$ cat src/design/ssib_pkg.sv
`timescale 1ns / 1ps
`default_nettype none
// shared types, constants and helpers of the spaced-seed index builder
// no dependencies
package ssib_pkg;

   localparam int MAX_SEED_LEN     = 6;
   localparam int MAX_STRIDE_DEF   = 8;
   localparam int MAX_LINE_LEN_DEF = 65536;
   localparam int BUCKET_SLOTS     = 8;
   localparam int QUEUE_DEPTH      = 2;

   localparam int IDX_W        = 2 * MAX_SEED_LEN;
   localparam int NUM_BUCKETS  = 1 << IDX_W;
   localparam int SLOT_W       = 3;
   localparam int SLOT_ADDR_W  = $clog2(BUCKET_SLOTS);
   localparam int CNT_W        = 4;
   localparam int START_W      = 16;
   localparam int TOTAL_W      = 32;
   localparam int SEED_LEN_W   = 3;
   localparam int STRIDE_REG_W = 4;
   localparam int CAP_W        = 4;
   localparam int CSR_ADDR_W   = 4;
   localparam int CSR_DATA_W   = 32;

   localparam logic [SEED_LEN_W-1:0]   SEED_LEN_RESET = 3'd6;
   localparam logic [STRIDE_REG_W-1:0] STRIDE_RESET   = 4'd6;
   localparam logic [CAP_W-1:0]        CAP_RESET      = 4'd8;

   // register indexes
   localparam logic [1:0] REG_SEED_LENGTH     = 2'd0;
   localparam logic [1:0] REG_STRIDE          = 2'd1;
   localparam logic [1:0] REG_BUCKET_CAPACITY = 2'd2;

   // transaction modes
   localparam logic [1:0] MODE_BASE = 2'd0;
   localparam logic [1:0] MODE_EOL  = 2'd1;
   localparam logic [1:0] MODE_READ = 2'd2;

   // character codes
   localparam logic [7:0] CHAR_A = 8'h41;
   localparam logic [7:0] CHAR_C = 8'h43;
   localparam logic [7:0] CHAR_G = 8'h47;
   localparam logic [7:0] CHAR_T = 8'h54;

   typedef enum logic [2:0] {
      ST_NO_SEED   = 3'd0,
      ST_STORED    = 3'd1,
      ST_DROPPED   = 3'd2,
      ST_BAD_CHAR  = 3'd3,
      ST_LINE_LONG = 3'd4,
      ST_READ      = 3'd5,
      ST_HALTED    = 3'd6
   } status_type;

   typedef enum logic [1:0] {
      OP_PLAIN = 2'd0,
      OP_SEED  = 2'd1,
      OP_READ  = 2'd2
   } op_type;

   typedef enum logic [1:0] {
      BK_CLEAR = 2'd0,
      BK_IDLE  = 2'd1,
      BK_EXEC  = 2'd2,
      BK_RESP  = 2'd3
   } back_state_type;

   typedef struct packed {
      logic [1:0]        mode;
      logic [7:0]        base_char;
      logic [IDX_W-1:0]  bucket;
      logic [SLOT_W-1:0] slot;
   } req_type;

   typedef struct packed {
      status_type         status;
      logic [IDX_W-1:0]   seed_index;
      logic [START_W-1:0] seed_start;
      logic [CNT_W-1:0]   entry_count;
      logic [START_W-1:0] read_position;
      logic [TOTAL_W-1:0] total_stored;
   } rsp_type;

   typedef struct packed {
      op_type             op;
      status_type         status;
      logic [IDX_W-1:0]   seed_index;
      logic [START_W-1:0] seed_start;
      logic [SLOT_W-1:0]  slot;
   } cmd_type;

   // valid bit on top, 2-bit base code below
   function automatic logic [2:0] base_decode(input logic [7:0] c);
      logic [2:0] r;
      case (c)
         CHAR_A: r = 3'b100;
         CHAR_C: r = 3'b101;
         CHAR_G: r = 3'b110;
         CHAR_T: r = 3'b111;
         default: r = 3'b000;
      endcase
      return r;
   endfunction

endpackage
`default_nettype wire

$ cat src/design/ssib_queue.sv
`timescale 1ns / 1ps
`default_nettype none
// short command queue between front and back end
// depends on ssib_pkg
module ssib_queue import ssib_pkg::*; (
   input  wire logic    clock,
   input  wire logic    reset,
   input  wire logic    push,
   input  wire cmd_type push_cmd,
   output logic         full,
   input  wire logic    pop,
   output logic         empty,
   output cmd_type      pop_cmd
);

   localparam int PTR_W = (QUEUE_DEPTH > 1) ? $clog2(QUEUE_DEPTH) : 1;
   localparam int CNT_QW = $clog2(QUEUE_DEPTH + 1);

   cmd_type             entry_ff [QUEUE_DEPTH];
   logic [PTR_W-1:0]    wr_ptr_ff, wr_ptr_in;
   logic [PTR_W-1:0]    rd_ptr_ff, rd_ptr_in;
   logic [CNT_QW-1:0]   fill_ff, fill_in;
   logic                do_push, do_pop;

   assign full     = fill_ff == CNT_QW'(QUEUE_DEPTH);
   assign empty    = fill_ff == '0;
   assign do_push  = push && !full;
   assign do_pop   = pop && !empty;
   assign pop_cmd  = entry_ff[rd_ptr_ff];

   always_comb begin
      wr_ptr_in = wr_ptr_ff;
      rd_ptr_in = rd_ptr_ff;
      fill_in   = fill_ff;
      if (do_push) begin
         wr_ptr_in = (wr_ptr_ff == PTR_W'(QUEUE_DEPTH - 1)) ? '0 : wr_ptr_ff + 1'b1;
      end
      if (do_pop) begin
         rd_ptr_in = (rd_ptr_ff == PTR_W'(QUEUE_DEPTH - 1)) ? '0 : rd_ptr_ff + 1'b1;
      end
      if (do_push && !do_pop) begin
         fill_in = fill_ff + 1'b1;
      end else if (do_pop && !do_push) begin
         fill_in = fill_ff - 1'b1;
      end
   end

   always_ff @(posedge clock) begin
      if (reset) begin
         wr_ptr_ff <= '0;
         rd_ptr_ff <= '0;
         fill_ff   <= '0;
      end else begin
         wr_ptr_ff <= wr_ptr_in;
         rd_ptr_ff <= rd_ptr_in;
         fill_ff   <= fill_in;
      end
   end

   always_ff @(posedge clock) begin
      if (do_push) begin
         entry_ff[wr_ptr_ff] <= push_cmd;
      end
   end

endmodule
`default_nettype wire

$ cat config.mk
export PLATFORM = sky130hd
export DESIGN_NAME = ssib_queue
export DESIGN_NICKNAME = d
export VERILOG_FILES = /design/src/design/ssib_pkg.sv /design/src/design/ssib_queue.sv
export SDC_FILE = /design/constraint.sdc
export NUM_CORES = 1
export LEC_CHECK = 0
export BUFFER_PORTS_ARGS = -buffer_cell sky130_fd_sc_hd__buf_2
export CAP_MARGIN = 40
export CELL_PAD_IN_SITES_DETAIL_PLACEMENT = 0
export CELL_PAD_IN_SITES_GLOBAL_PLACEMENT = 1
export CORE_ASPECT_RATIO = 2
export CORE_MARGIN = 10
export CORE_UTILIZATION = 30
export CTS_CLUSTER_DIAMETER = 100
export DETAILED_ROUTE_END_ITERATION = 6
export PLACE_DENSITY_LB_ADDON = 0.1
export SLEW_MARGIN = 20
export SYNTH_ARGS = -nofsm -noshare
export SYNTH_HDL_FRONTEND = slang
export SYNTH_SLANG_ARGS = --single-unit
export TNS_END_PERCENT = 10
$ cat constraint.sdc
create_clock -name clock -period 2.8 [get_ports clock]
set_clock_uncertainty 0.05 [all_clocks]
set_input_delay 0.28 -clock clock [delete_from_list [all_inputs] [get_ports clock]]
set_output_delay 0.28 -clock clock [all_outputs]
set_load 0.05 [all_outputs]
==> results.cfg <==
[final_layout]
multi_input_area_um2 = 517
final_common_cell = buf_2
drive_above_1_share_pct = 57.6
antenna_cells = 0
nets = 266
fillCellCount = 854
ff_latch_area_um2 = 2260
final_cell_mix = 77 x buf_2, 72 x edfxtp_1, 36 x mux2_2
synthToLayoutAreaGrowth_pct = 27.8
postLayoutCoreUtil_pct = 39.5

[worst_setup_path]
start_kind = flip-flop
crit_arrival_ns = 1.88
r2r_slack_ns = 1.04
cp.required_ns = 2.47
crit_fanout = 20
crit_type = reg2out
end_kind = primary output

[die]
core_um2 = 9070
io_pins = 78
die_y_um = 157
die_x_um = 88.4
die_area_um2 = 13900
rows = 49
initial_core_util_pct = 30.9

[sta]
min_period_ns = 2.21
setup_violations = 0
hold_viol_final = 0
fmax_ghz = 0.453
relSlewSlack_pct = 66.0
period_share_pct = 78.8
rsz0062_at_grt = false
tightest_slew_ns = 0.511
slew_viol_final = 0
timing.setup.tns_ns = 0

[route]
drt-total-wl_um = 5920
wire_per_inst_um = 17.9
drt_iter0_drc = 58
drt_pass1_iterations = 4
vias_per_cell = 4.54
drc = 0
drtAntennaViolNets = 0
vias = 1502

[min_path]
hp-class = in2reg

[clock_tree]
worstSkewPairLatency_ns = 0.32
cts_setup_buffers = 0
cts_tree = yes
cts-resized-gates = 0
cts_buffers = 9
cts_buffer_depth = 2
root_buffer = clkbuf_16
clock-sinks = 77
clk_pin_slew_ns = 0.05
cts_hold_buf = 0
htree_num_levels = 3

[grt]
gr-usage-all-layers_pct = 8.91
gr-total-overflow = 0
grt_start_max_net_pins = 37
grt_pass1_wl_um = 8880
antenna_found_initial = 0
grt_pass1_vias = 1719

[outcome]
status = finished, final reports clean

[synth]
ys_types = 14
yosysWarnings = 0
netlist_area_um2 = 2810
ys_seq_area_share_pct = 80.6
synthesis.nets = 178
avgSynthCellArea_um2 = 20.5
synth_area_leaders = edfxtp_1 77%, mux2_2 14%, dfxtp_1 3.6%, xor2_1 0.94%, nor2_1 0.67%
ys_ff_latch = 77
synth_top_area_share_pct = 77.0
netlist.top_cell.by_area = edfxtp_1
synth_cells = 137

[power]
p_per_area_nw_per_um2 = 1080
vdd_ir_drop_max_uv = 549
leakagePower_nw = 1.35

[placed_design]
gp_congestion = 0.701
port_buffers = 77
dp_hpwl_um = 4340

[flow_run]
maxCapViolations = 0
==> cell families after synthesis <==
family / after synthesis / synth area share [%]
compound gates: 5 / 0.891
xor+xnor: 3 / 0.936
fa+ha+maj: 1 / 0.446
buf+inv: 6 / 1.07
flops: 77 / 80.6
mux: 36 / 14.4
simple gates: 9 / 1.65
==> critical path, cell delays in order (launching register included) <==
cell and delay (ns):
dfxtp_2 0.57, buf_4 0.36, mux2_2 0.38, buf_2 0.21
==> power by group <==
| part | switching [mW] | leakage, nW | internal (mW) |
|---|---|---|---|
| Sequential | 0.0774 | 0.714 | 1.45 |
| Clock | 0.407 | 0.120 | 0.582 |
| Combinational | 0.972 | 0.516 | 0.373 |
==> flip-flops by register name, indices dropped and copies added, names as in the netlist, named ones only <==
register   flops
entry_ff      72
fill_ff        2
wr_ptr_ff      1
rd_ptr_ff      1
==> cell type report <==
cell class / count / area share, %
timing repair buffer: 81 / 11.6
inverter: 2 / 0.209
clock inverter: 6 / 0.872
multi-input combinational: 54 / 14.4
clock buffer: 9 / 6.28
sequential: 77 / 63.1
tap: 102 / 3.56
==> worst paths after layout <==
check	startpoint	to	cells past startpoint
worst max register to register	fill_ff[1]	entry_ff[0][12]	4
worst max-delay path	flip-flop	pop_cmd[17]	3
worst min register to register	wr_ptr_ff	wr_ptr_ff	2
worst min-delay path	push_cmd[11]	entry_ff[1][11]	1
==> cells in the mapped netlist (all sizes together) <==
master	count
a21oi	2
ha	1
buf	4
nor2b	1
edfxtp	72
dfxtp	5
o21ai	3
nor2	5
and2	1
inv	2
mux2	36
or3	2
xor2	3
==> stage by stage <==
step	worst slack (ns)	hold slack [ns]	total power, mW	std cells	area, µm²
4_1_cts	0.543	0.0757	3.94	331	3590
3_5_place_dp	0.896	0.422	2.93	316	3330
2_1_floorplan	0.719	0.299	2.60	137	2810
6_report	0.594	0.0924	3.86	331	3590
3_3_place_gp	0.959	0.418	2.90	316	3330
5_1_grt	0.480	0.0789	4.05	331	3590
==> per-layer routing <==
metal  share of wire [%]  wire (µm)  up-vias  track usage (%)
met3                 7.4        438       10             3.59
met5                   0          0        -                0
met4                 2.3        136        0             5.58
met1                  33       1980      737             7.67
li1                    -          -      706                -
met2                  57       3370       49             16.2
Note: power is estimated with default switching activity, not from simulation.
