--- config.mk ---
export PLATFORM = sky130hd
export DESIGN_NAME = ssib_front
export DESIGN_NICKNAME = d
export VERILOG_FILES = /design/src/design/ssib_pkg.sv /design/src/design/ssib_front.sv
export SDC_FILE = /design/constraint.sdc
export NUM_CORES = 1
export LEC_CHECK = 0
export ABC_AREA = 1
export ABC_CLOCK_PERIOD_IN_PS = 12500
export BUFFER_PORTS_ARGS = -buffer_cell sky130_fd_sc_hd__buf_2
export CORE_MARGIN = 1.5
export CORE_UTILIZATION = 45
export CTS_BUF_LIST = sky130_fd_sc_hd__clkbuf_4 sky130_fd_sc_hd__clkbuf_8
export DETAILED_ROUTE_END_ITERATION = 7
export PLACE_DENSITY = 0.69
export SLEW_MARGIN = 20
export SYNTH_ARGS = -nofsm -noshare
export SYNTH_HDL_FRONTEND = slang
export SYNTH_SLANG_ARGS = --single-unit
--- constraint.sdc ---
create_clock -name clock -period 12.5 [get_ports clock]
set_input_delay 2.5 -clock clock [delete_from_list [all_inputs] [get_ports clock]]
set_output_delay 2.5 -clock clock [all_outputs]
set_load 0.03 [all_outputs]
--- src/design/ssib_pkg.sv ---
`timescale 1ns / 1ps
`default_nettype none
// shared types, constants and helpers of the spaced-seed index builder
// no dependencies
package ssib_pkg;

   localparam int MAX_SEED_LEN     = 6;
   localparam int MAX_STRIDE_DEF   = 8;
   localparam int MAX_LINE_LEN_DEF = 65536;
   localparam int BUCKET_SLOTS     = 8;
   localparam int QUEUE_DEPTH      = 2;

   localparam int IDX_W        = 2 * MAX_SEED_LEN;
   localparam int NUM_BUCKETS  = 1 << IDX_W;
   localparam int SLOT_W       = 3;
   localparam int SLOT_ADDR_W  = $clog2(BUCKET_SLOTS);
   localparam int CNT_W        = 4;
   localparam int START_W      = 16;
   localparam int TOTAL_W      = 32;
   localparam int SEED_LEN_W   = 3;
   localparam int STRIDE_REG_W = 4;
   localparam int CAP_W        = 4;
   localparam int CSR_ADDR_W   = 4;
   localparam int CSR_DATA_W   = 32;

   localparam logic [SEED_LEN_W-1:0]   SEED_LEN_RESET = 3'd6;
   localparam logic [STRIDE_REG_W-1:0] STRIDE_RESET   = 4'd6;
   localparam logic [CAP_W-1:0]        CAP_RESET      = 4'd8;

   // register indexes
   localparam logic [1:0] REG_SEED_LENGTH     = 2'd0;
   localparam logic [1:0] REG_STRIDE          = 2'd1;
   localparam logic [1:0] REG_BUCKET_CAPACITY = 2'd2;

   // transaction modes
   localparam logic [1:0] MODE_BASE = 2'd0;
   localparam logic [1:0] MODE_EOL  = 2'd1;
   localparam logic [1:0] MODE_READ = 2'd2;

   // character codes
   localparam logic [7:0] CHAR_A = 8'h41;
   localparam logic [7:0] CHAR_C = 8'h43;
   localparam logic [7:0] CHAR_G = 8'h47;
   localparam logic [7:0] CHAR_T = 8'h54;

   typedef enum logic [2:0] {
      ST_NO_SEED   = 3'd0,
      ST_STORED    = 3'd1,
      ST_DROPPED   = 3'd2,
      ST_BAD_CHAR  = 3'd3,
      ST_LINE_LONG = 3'd4,
      ST_READ      = 3'd5,
      ST_HALTED    = 3'd6
   } status_type;

   typedef enum logic [1:0] {
      OP_PLAIN = 2'd0,
      OP_SEED  = 2'd1,
      OP_READ  = 2'd2
   } op_type;

   typedef enum logic [1:0] {
      BK_CLEAR = 2'd0,
      BK_IDLE  = 2'd1,
      BK_EXEC  = 2'd2,
      BK_RESP  = 2'd3
   } back_state_type;

   typedef struct packed {
      logic [1:0]        mode;
      logic [7:0]        base_char;
      logic [IDX_W-1:0]  bucket;
      logic [SLOT_W-1:0] slot;
   } req_type;

   typedef struct packed {
      status_type         status;
      logic [IDX_W-1:0]   seed_index;
      logic [START_W-1:0] seed_start;
      logic [CNT_W-1:0]   entry_count;
      logic [START_W-1:0] read_position;
      logic [TOTAL_W-1:0] total_stored;
   } rsp_type;

   typedef struct packed {
      op_type             op;
      status_type         status;
      logic [IDX_W-1:0]   seed_index;
      logic [START_W-1:0] seed_start;
      logic [SLOT_W-1:0]  slot;
   } cmd_type;

   // valid bit on top, 2-bit base code below
   function automatic logic [2:0] base_decode(input logic [7:0] c);
      logic [2:0] r;
      case (c)
         CHAR_A: r = 3'b100;
         CHAR_C: r = 3'b101;
         CHAR_G: r = 3'b110;
         CHAR_T: r = 3'b111;
         default: r = 3'b000;
      endcase
      return r;
   endfunction

endpackage
`default_nettype wire

--- src/design/ssib_front.sv ---
`timescale 1ns / 1ps
`default_nettype none
// front end: accepts transactions, keeps the base window, line offset and halt flag
// and turns each transaction into a command; depends on ssib_pkg
module ssib_front import ssib_pkg::*; #(
   parameter int MAX_STRIDE   = MAX_STRIDE_DEF,
   parameter int MAX_LINE_LEN = MAX_LINE_LEN_DEF
) (
   input  wire logic                               clock,
   input  wire logic                               reset,
   input  wire logic                               req_valid,
   output logic                                    req_ready,
   input  wire req_type                            req_payload,
   input  wire logic [SEED_LEN_W-1:0]              seed_len,
   input  wire logic [$clog2(MAX_STRIDE+1)-1:0]    stride,
   input  wire logic                               q_full,
   input  wire logic                               clearing,
   output logic                                    q_push,
   output cmd_type                                 q_cmd
);

   localparam int WIN_DEPTH = (MAX_SEED_LEN - 1) * MAX_STRIDE + 1;
   localparam int SPAN_W    = $clog2(WIN_DEPTH + 1);
   localparam int AGE_W     = (WIN_DEPTH > 1) ? $clog2(WIN_DEPTH) : 1;
   localparam int LINE_W    = $clog2(MAX_LINE_LEN) + 1;

   logic [1:0]        win_ff [WIN_DEPTH];
   logic [1:0]        win_in [WIN_DEPTH];
   logic [LINE_W-1:0] line_off_ff, line_off_in;
   logic              halted_ff, halted_in;
   logic              shift;
   logic              accept;
   logic [2:0]        decoded;
   logic [SPAN_W-1:0] span;
   logic [IDX_W-1:0]  seed_idx;
   logic [LINE_W-1:0] start;

   assign req_ready = !q_full && !clearing;
   assign accept    = req_valid && req_ready;
   assign q_push    = accept;
   assign decoded   = base_decode(req_payload.base_char);
   assign span      = SPAN_W'(seed_len - 3'd1) * SPAN_W'(stride);
   assign start     = line_off_ff - LINE_W'(span);

   always_comb begin
      win_in[0] = decoded[1:0];
      for (int i = 1; i < WIN_DEPTH; i++) begin
         win_in[i] = win_ff[i-1];
      end
   end

   // tap j sits j strides back; first base most significant
   always_comb begin
      logic [AGE_W-1:0] age;
      seed_idx = '0;
      for (int j = 0; j < MAX_SEED_LEN; j++) begin
         age = AGE_W'(j * stride);
         if (j < int'(seed_len)) begin
            seed_idx[2*j +: 2] = win_in[age];
         end
      end
   end

   always_comb begin
      q_cmd            = '0;
      q_cmd.op         = OP_PLAIN;
      q_cmd.status     = ST_NO_SEED;
      line_off_in      = line_off_ff;
      halted_in        = halted_ff;
      shift            = 1'b0;
      if (halted_ff) begin
         q_cmd.status = ST_HALTED;
      end else begin
         case (req_payload.mode)
            MODE_BASE: begin
               if (!decoded[2]) begin
                  q_cmd.status = ST_BAD_CHAR;
                  halted_in    = 1'b1;
               end else if (line_off_ff >= LINE_W'(MAX_LINE_LEN)) begin
                  q_cmd.status = ST_LINE_LONG;
               end else begin
                  shift       = 1'b1;
                  line_off_in = line_off_ff + 1'b1;
                  if (line_off_ff >= LINE_W'(span)) begin
                     q_cmd.op         = OP_SEED;
                     q_cmd.seed_index = seed_idx;
                     q_cmd.seed_start = START_W'(start);
                  end
               end
            end
            MODE_EOL: begin
               line_off_in = '0;
            end
            MODE_READ: begin
               q_cmd.op         = OP_READ;
               q_cmd.status     = ST_READ;
               q_cmd.seed_index = req_payload.bucket;
               q_cmd.slot       = req_payload.slot;
            end
            default: begin
               q_cmd.status = ST_NO_SEED;
            end
         endcase
      end
   end

   always_ff @(posedge clock) begin
      if (reset) begin
         line_off_ff <= '0;
         halted_ff   <= 1'b0;
      end else if (accept) begin
         line_off_ff <= line_off_in;
         halted_ff   <= halted_in;
      end
   end

   always_ff @(posedge clock) begin
      if (accept && shift) begin
         for (int i = 0; i < WIN_DEPTH; i++) begin
            win_ff[i] <= win_in[i];
         end
      end
   end

endmodule
`default_nettype wire

==> flow_metrics.env, run 1 <==
export IMPL_status="finished, final reports clean"
export IMPL_p_leak_nw=3.199
export IMPL_yosysWarnings=0
export IMPL_slew_violations=0
export IMPL_synth_seq_cells=98
export IMPL_first_global_vias=5706
export IMPL_hp_class="flip-flop to flip-flop"
export IMPL_synth_compound_area_frac=0.1241
export IMPL_dpl_worst_slack_ns=2.683
export IMPL_setup_tns_ns=0
export IMPL_power_net_switching_uw=229.8
export IMPL_syn_avg_cell_area_um2=7.798
export IMPL_syn_area_um2=6753
export IMPL_synth_simple_area_share=0.2811
export IMPL_yosys_mux_area_fraction=0.004447
export IMPL_setup_violations=0
export IMPL_die_h_um=125.5
export IMPL_synth_top_area_frac=0.3558
export IMPL_cts_buffer_depth=2
export IMPL_cts_resized_gates=0
export IMPL_initialDrtViolationCount=586
export IMPL_swShare=0.3066
export IMPL_initial_core_util=0.4629
export IMPL_holdBufCountCts=0
export IMPL_cts_setup_buffers=0
export IMPL_power_frac_clock=0.310
export IMPL_synth_nets=934
export IMPL_core_um2=14590
export IMPL_required_ns=10.00
export IMPL_synth_top_family_by_area="simple AND/OR/NAND/NOR gates"
export IMPL_diodes=0
export IMPL_gp_congestion=0.9306
export IMPL_die_x_um=125.5
export IMPL_row_count=44
export IMPL_ys_flop_type="edfxtp_1"
export IMPL_firstDrtPassIters=6
export IMPL_synth_seq_area_share=0.4091
export IMPL_fin_nets=987
export IMPL_h_tree_depth=3
export IMPL_p_per_area_nw_per_um2=101.3
export IMPL_yosys_top_cells_area="edfxtp_1 (36%), nand2_1 (12%), nor2_1 (5.9%), dfxtp_1 (5.3%), nand3_1 (5.0%)"
export IMPL_skew_ns=0.01304
export IMPL_cts_tree="yes"
export IMPL_area_growth_synth_to_final_pct=9.616
export IMPL_clock_root_buffer="clkbuf_8"
export IMPL_insertion_delay_ns=0.40
export IMPL_hold_viol=0
export IMPL_drc=0
export IMPL_grt_pass1_wl_um=28880
export IMPL_fin_ws_ns=2.617
export IMPL_synth_xor_area_share=0.03502
export IMPL_syn_instance_count=866
export IMPL_maxCapViolations=0
export IMPL_worst_pin_slew_ns=0.9982
export IMPL_yosys_area_top_type="edfxtp_1"
export IMPL_seqPwrFrac=0.465
export IMPL_antenna_found_initial=0
export IMPL_synth_edf_count=80
export IMPL_ant_nets=0
export IMPL_period_minus_slack_ns=9.883
export IMPL_crit_path_end_kind="primary output"
export IMPL_cp_max_fo=6
export IMPL_grt_ovfl_total=0
export IMPL_synth_fa_ha_area_frac=0.06633
export IMPL_numCtsBuffers=9
export IMPL_cts_sinks=98
export IMPL_hpwl_um=12540
export IMPL_crit_type="input port to primary output"
export IMPL_min_period_over_period=0.7906
export IMPL_wl_um=17380
export IMPL_num_vias=6051
export IMPL_clk_pin_slew_ns=0.10
export IMPL_dieArea_um2=15750
export IMPL_design_portCount=75
export IMPL_ys_async_sr_fraction=0
export IMPL_pwr_share_comb=0.225
export IMPL_layout_commonest_cell="nand2_1"
export IMPL_track_usage=0.2269
export IMPL_max_freq_mhz=101.2
export IMPL_critPathArrivalTime_ns=7.38
export IMPL_startpoint_type="input port"
export IMPL_finish_utilization=0.5074
export IMPL_rsz0062_at_grt="false"
export IMPL_relSlewSlack=0.3345
export IMPL_portBuffers=74
export IMPL_ys_types=47
export IMPL_p_int_uw=519.8
export IMPL_ir_worst_vdd_mv=0.06524
export IMPL_viasPerCell=5.461
export IMPL_mostFrequentLayoutCells="nand2_1 (210), nor2_1 (106), inv_1 (81)"
export IMPL_drive_gt1_frac=0.1374
export IMPL_holdWs_ns=0.4449
export IMPL_avgRoutedWirePerCell_um=15.68
export IMPL_grt_max_degree=81
metal layers:
layer | vias to the layer above | global-route usage | routed length [um]
li1 | 3009 | - | -
met4 | 0 | 0.09091 | 350
met3 | 27 | 0.03166 | 1111
met2 | 241 | 0.3408 | 7698
met5 | - | 0 | 0
met1 | 2774 | 0.3301 | 8214
cells in the mapped netlist, drive strengths merged, types with 5 or more instances:
cell type    n
o311ai       5
buf         25
xor2        21
nor3        14
nor2       112
ha          23
clkbuf      11
edfxtp      80
o211ai      23
nand3       69
o21ai       53
nand2      215
dfxtp       18
xnor2        6
a21oi       53
nand4        9
fa           8
inv         85
or2         12
logic make-up after synthesis:
| logic type | Yosys count |
|---|---|
| muxes | 3 |
| adders and majority gates | 31 |
| DFF | 98 |
| AOI/OAI and AO/OA | 146 |
| buffers and inverters | 123 |
| and+or+nand+nor | 438 |
| xor gates and xnor gates | 27 |
power groups by stage:
stage	Sequential (mW)	Combinational (mW)	Clock, mW
floorplan	0.355	0.123	0
global placement	0.356	0.164	0
detailed placement	0.356	0.164	0
CTS	0.348	0.166	0.238
global route	0.348	0.189	0.248
finish	0.348	0.169	0.233
sequential cells by signal, indices dropped and copies added, names as in the netlist:
| register | flops |
|---|---|
| halted_ff | 1 |
| line_off_ff | 17 |
| win_ff | 80 |
final timing paths:
kind,from,endpoint,slack (ns),depth (start not counted)
hold reg to reg,win_ff[2][1],win_ff[2][3],0.44,0
hold / removal,win_ff[2][1],win_ff[2][3],0.44,0
setup / recovery,seed_len[0],q_cmd[25],2.62,21
setup reg to reg,halted_ff,line_off_ff[2],10.28,9
through the flow:
step / area (um2) / power (mW) / instances
5_1_grt: 7402 / 0.7857 / 1108
3_3_place_gp: 7178 / 0.5198 / 1092
4_1_cts: 7400 / 0.7522 / 1108
2_1_floorplan: 6753 / 0.4790 / 866
6_report: 7402 / 0.7496 / 1108
3_5_place_dp: 7178 / 0.5199 / 1092
worst max-delay path, cell delays in order:
cell     delay, ns
buf_2         0.13
inv_1         0.06
ha_1          0.20
xnor2_1       0.30
nor2_1        0.10
fa_1          0.52
fa_1          0.44
fa_1          0.51
ha_1          0.23
fa_1          0.48
inv_1         0.04
ha_1          0.32
inv_1         0.10
nor4_1        0.26
a21oi_1       0.19
nand3_2       0.12
nand2_2       0.10
nor2_1        0.25
nand3_1       0.17
a21oi_1       0.15
buf_2         0.22
area by class of cell:
type                    count  area (um2)
well taps                 184       230.2
multi-input cells         645        3460
clock inverters             6       90.09
inverters                  87       327.8
clock buffers              10       131.4
fillers                  1396        7187
flip-flops and latches     98        2763
repair buffers             78       400.4
(Power assumes the default switching activity.)
==> run 2, diff against run 1 <==
--- a/config.mk
+++ b/config.mk
@@ -5,8 +5,8 @@
 export SDC_FILE = /design/constraint.sdc
 export NUM_CORES = 1
 export LEC_CHECK = 0
-export ABC_AREA = 1
-export ABC_CLOCK_PERIOD_IN_PS = 12500
+export ABC_AREA = 0
+export ABC_CLOCK_PERIOD_IN_PS = 9330
 export BUFFER_PORTS_ARGS = -buffer_cell sky130_fd_sc_hd__buf_2
 export CORE_MARGIN = 1.5
 export CORE_UTILIZATION = 45
==> constraint.sdc (replaced) <==
create_clock -name clock -period 9.33 [get_ports clock]
set_input_delay 1.866 -clock clock [delete_from_list [all_inputs] [get_ports clock]]
set_output_delay 1.866 -clock clock [all_outputs]
set_load 0.03 [all_outputs]
==> flow_metrics.env, run 2 <==
export IMPL_first_global_vias=4974
export IMPL_syn_avg_cell_area_um2=11.26
export IMPL_insertion_delay_ns=0.39
export IMPL_holdBufCountCts=0
export IMPL_mostFrequentLayoutCells="edfxtp_1 (80), buf_2 (73), nor2_1 (53)"
export IMPL_stdcell_area_um2=7670
export IMPL_core_um2=15150
export IMPL_synth_common_cells="edfxtp_1 (80), nor2_1 (53), nand2_1 (41), mux4_2 (38), mux2i_1 (36)"
export IMPL_met3_usage=0.04271
export IMPL_avgRoutedWirePerCell_um=20.16
export IMPL_cts_sinks=98
export IMPL_numCtsBuffers=9
export IMPL_max_freq_mhz=110.6
export IMPL_ys_types=78
export IMPL_grt_ovfl_total=0
export IMPL_top_regs="win_ff x80, line_off_ff x17, halted_ff x1"
export IMPL_num_vias=5515
export IMPL_setup_tns_ns=0
export IMPL_startpoint_type="input port"
export IMPL_min_period_over_period=0.9691
export IMPL_use_met2=0.3126
export IMPL_initial_core_util=0.4604
export IMPL_cts_setup_buffers=0
export IMPL_die_h_um=127.5
export IMPL_row_count=45
export IMPL_syn_area_um2=6973
export IMPL_skew_ns=0.01711
export IMPL_drc=0
export IMPL_firstDrtPassIters=5
export IMPL_maxCapViolations=0
export IMPL_track_usage=0.2195
export IMPL_required_ns=7.46
export IMPL_ir_worst_vdd_mv=0.05882
export IMPL_grt_pass1_wl_um=27430
export IMPL_p_per_area_nw_per_um2=126.2
export IMPL_nFillCells=1312
export IMPL_h_tree_depth=3
export IMPL_fin_nets=745
export IMPL_met1_usage=0.3324
export IMPL_viasPerCell=6.339
export IMPL_diodes=0
export IMPL_slew_violations=0
export IMPL_ant_nets=0
export IMPL_holdWs_ns=0.4736
export IMPL_dieArea_um2=16250
export IMPL_initialDrtViolationCount=676
export IMPL_yosysWarnings=0
export IMPL_syn_instance_count=619
export IMPL_crit_chain="buf_2 -> inv_1 -> ha_1 -> xor2_2 -> and2_1 -> fa_1 -> fa_1 -> fa_1 -> ha_1 -> fa_1 -> xnor2_1 -> xnor2_1 -> xnor2_1 -> ha_1 -> or4_1 -> nor4_4 -> a2111oi_4 -> buf_4 -> a21oi_1 -> nor3_1 -> buf_2"
export IMPL_yosysMostFrequentCell="edfxtp_1"
export IMPL_clk_pin_slew_ns=0.09
export IMPL_slowest_delay_ns=0.59
export IMPL_setup_violations=0
export IMPL_hpwl_um=12520
export IMPL_synth_seq_cells=98
export IMPL_die_x_um=127.5
export IMPL_cts_tree="yes"
export IMPL_gp_congestion=0.9116
export IMPL_crit_type="input port to primary output"
export IMPL_hold_viol=0
export IMPL_synth_seq_area_share=0.3962
export IMPL_synth_top_area_frac=0.3445
export IMPL_clock_root_buffer="clkbuf_8"
export IMPL_hp_class="flip-flop to flip-flop"
export IMPL_area_growth_synth_to_final_pct=9.995
export IMPL_period_minus_slack_ns=9.042
export IMPL_regMostFlops="win_ff"
export IMPL_cp_max_fo=8
export IMPL_p_leak_nw=3.158
export IMPL_critPathArrivalTime_ns=7.18
export IMPL_critPathSlowestCell="or4_1"
export IMPL_worst_pin_slew_ns=1.048
export IMPL_grt_max_degree=81
export IMPL_yosys_area_top_type="edfxtp_1"
export IMPL_antenna_found_initial=0
export IMPL_power_total_uw=967.9
export IMPL_ys_flop_type="edfxtp_1"
export IMPL_status="finished, final reports clean"
export IMPL_synth_edf_count=80
export IMPL_cts_buffer_depth=2
export IMPL_crit_path_end_kind="primary output"
export IMPL_layout_commonest_cell="edfxtp_1"
export IMPL_ys_async_sr_fraction=0
export IMPL_finish_utilization=0.5064
export IMPL_design_portCount=75
export IMPL_portBuffers=74
export IMPL_path_common_cell="fa_1"
export IMPL_wl_um=17540
export IMPL_dpl_instance_area_um2=7463
export IMPL_drive_gt1_frac=0.2375
export IMPL_rsz0062_at_grt="false"
export IMPL_synth_nets=687
export IMPL_largest_register_ffs=80
export IMPL_busiest_layer="met1"
export IMPL_relSlewSlack=0.3016
export IMPL_yosys_top_cells_area="edfxtp_1 (34%), mux4_2 (12%), dfxtp_1 (5.2%), mux2i_1 (5.2%), ha_1 (4.1%)"
==> run 2: power breakdown <==
part	internal, mW	total, mW	switching (mW)
Sequential	0.465	0.466	0.000155
Clock	0.126	0.284	0.158
Combinational	0.0854	0.218	0.132
Total	0.677	0.968	0.291
==> run 2: what timing repair did <==
action                     in CTS  in global routing
gates resized for setup         0                  1
setup endpoints to repair       0                  6
hold endpoints to repair        0                  0
==> run 2: layout make-up <==
class / count / area, um2 / area share
Multi-Input combinational cell: 459 / 3924 / 0.5116
Sequential cell: 98 / 2763 / 0.3602
Tap cell: 188 / 235.2 / 0.03067
Clock inverter: 7 / 75.07 / 0.009788
Clock buffer: 9 / 123.9 / 0.01615
Timing Repair Buffer: 86 / 462.9 / 0.06036
Inverter: 23 / 86.33 / 0.01126
==> run 2: logic make-up after synthesis <==
logic type / after synthesis / synth area share
fa+ha+maj: 31 / 0.06424
xor+xnor: 25 / 0.03140
compound gates: 122 / 0.1267
simple gates: 203 / 0.1568
buf+inv: 62 / 0.04378
flops: 98 / 0.3962
mux: 78 / 0.1809
==> run 2: per-layer routing <==
| metal | vias up | share of wire |
|---|---|---|
| li1 | 2508 | - |
| met1 | 2716 | 0.47 |
| met2 | 265 | 0.43 |
| met3 | 26 | 0.082 |
| met4 | 0 | 0.020 |
| met5 | - | 0 |
==> run 2: worst max-delay path, delay by kind of cell <==
| family | cells | cell delay [ns] |
|---|---|---|
| adder cells (fa/ha/maj) | 7 | 2.49 |
| AO/OA/AOI/OAI | 2 | 0.25 |
| XOR/XNOR | 4 | 0.60 |
| buffers and inverters | 4 | 0.61 |
| AND/OR/NAND/NOR | 4 | 1.34 |
==> run 2: per-stage QoR <==
stage          worst slack, ns  cells
6_report                0.2880    870
5_1_grt                0.02921    870
4_1_cts                 0.2059    870
3_3_place_gp            0.3324    854
3_5_place_dp            0.2244    854
2_1_floorplan           0.1950    619
==> run 2: final timing paths <==
| check | slack (ns) | cells past startpoint | startpoint | endpoint |
|---|---|---|---|---|
| hold reg to reg | 0.47 | 0 | win_ff[2][5] | win_ff[2][7] |
| setup / recovery | 0.29 | 21 | seed_len[0] | q_cmd[26] |
| hold / removal | 0.47 | 0 | win_ff[2][5] | win_ff[2][7] |
| setup reg to reg | 7.00 | 3 | halted_ff | win_ff[2][5] |
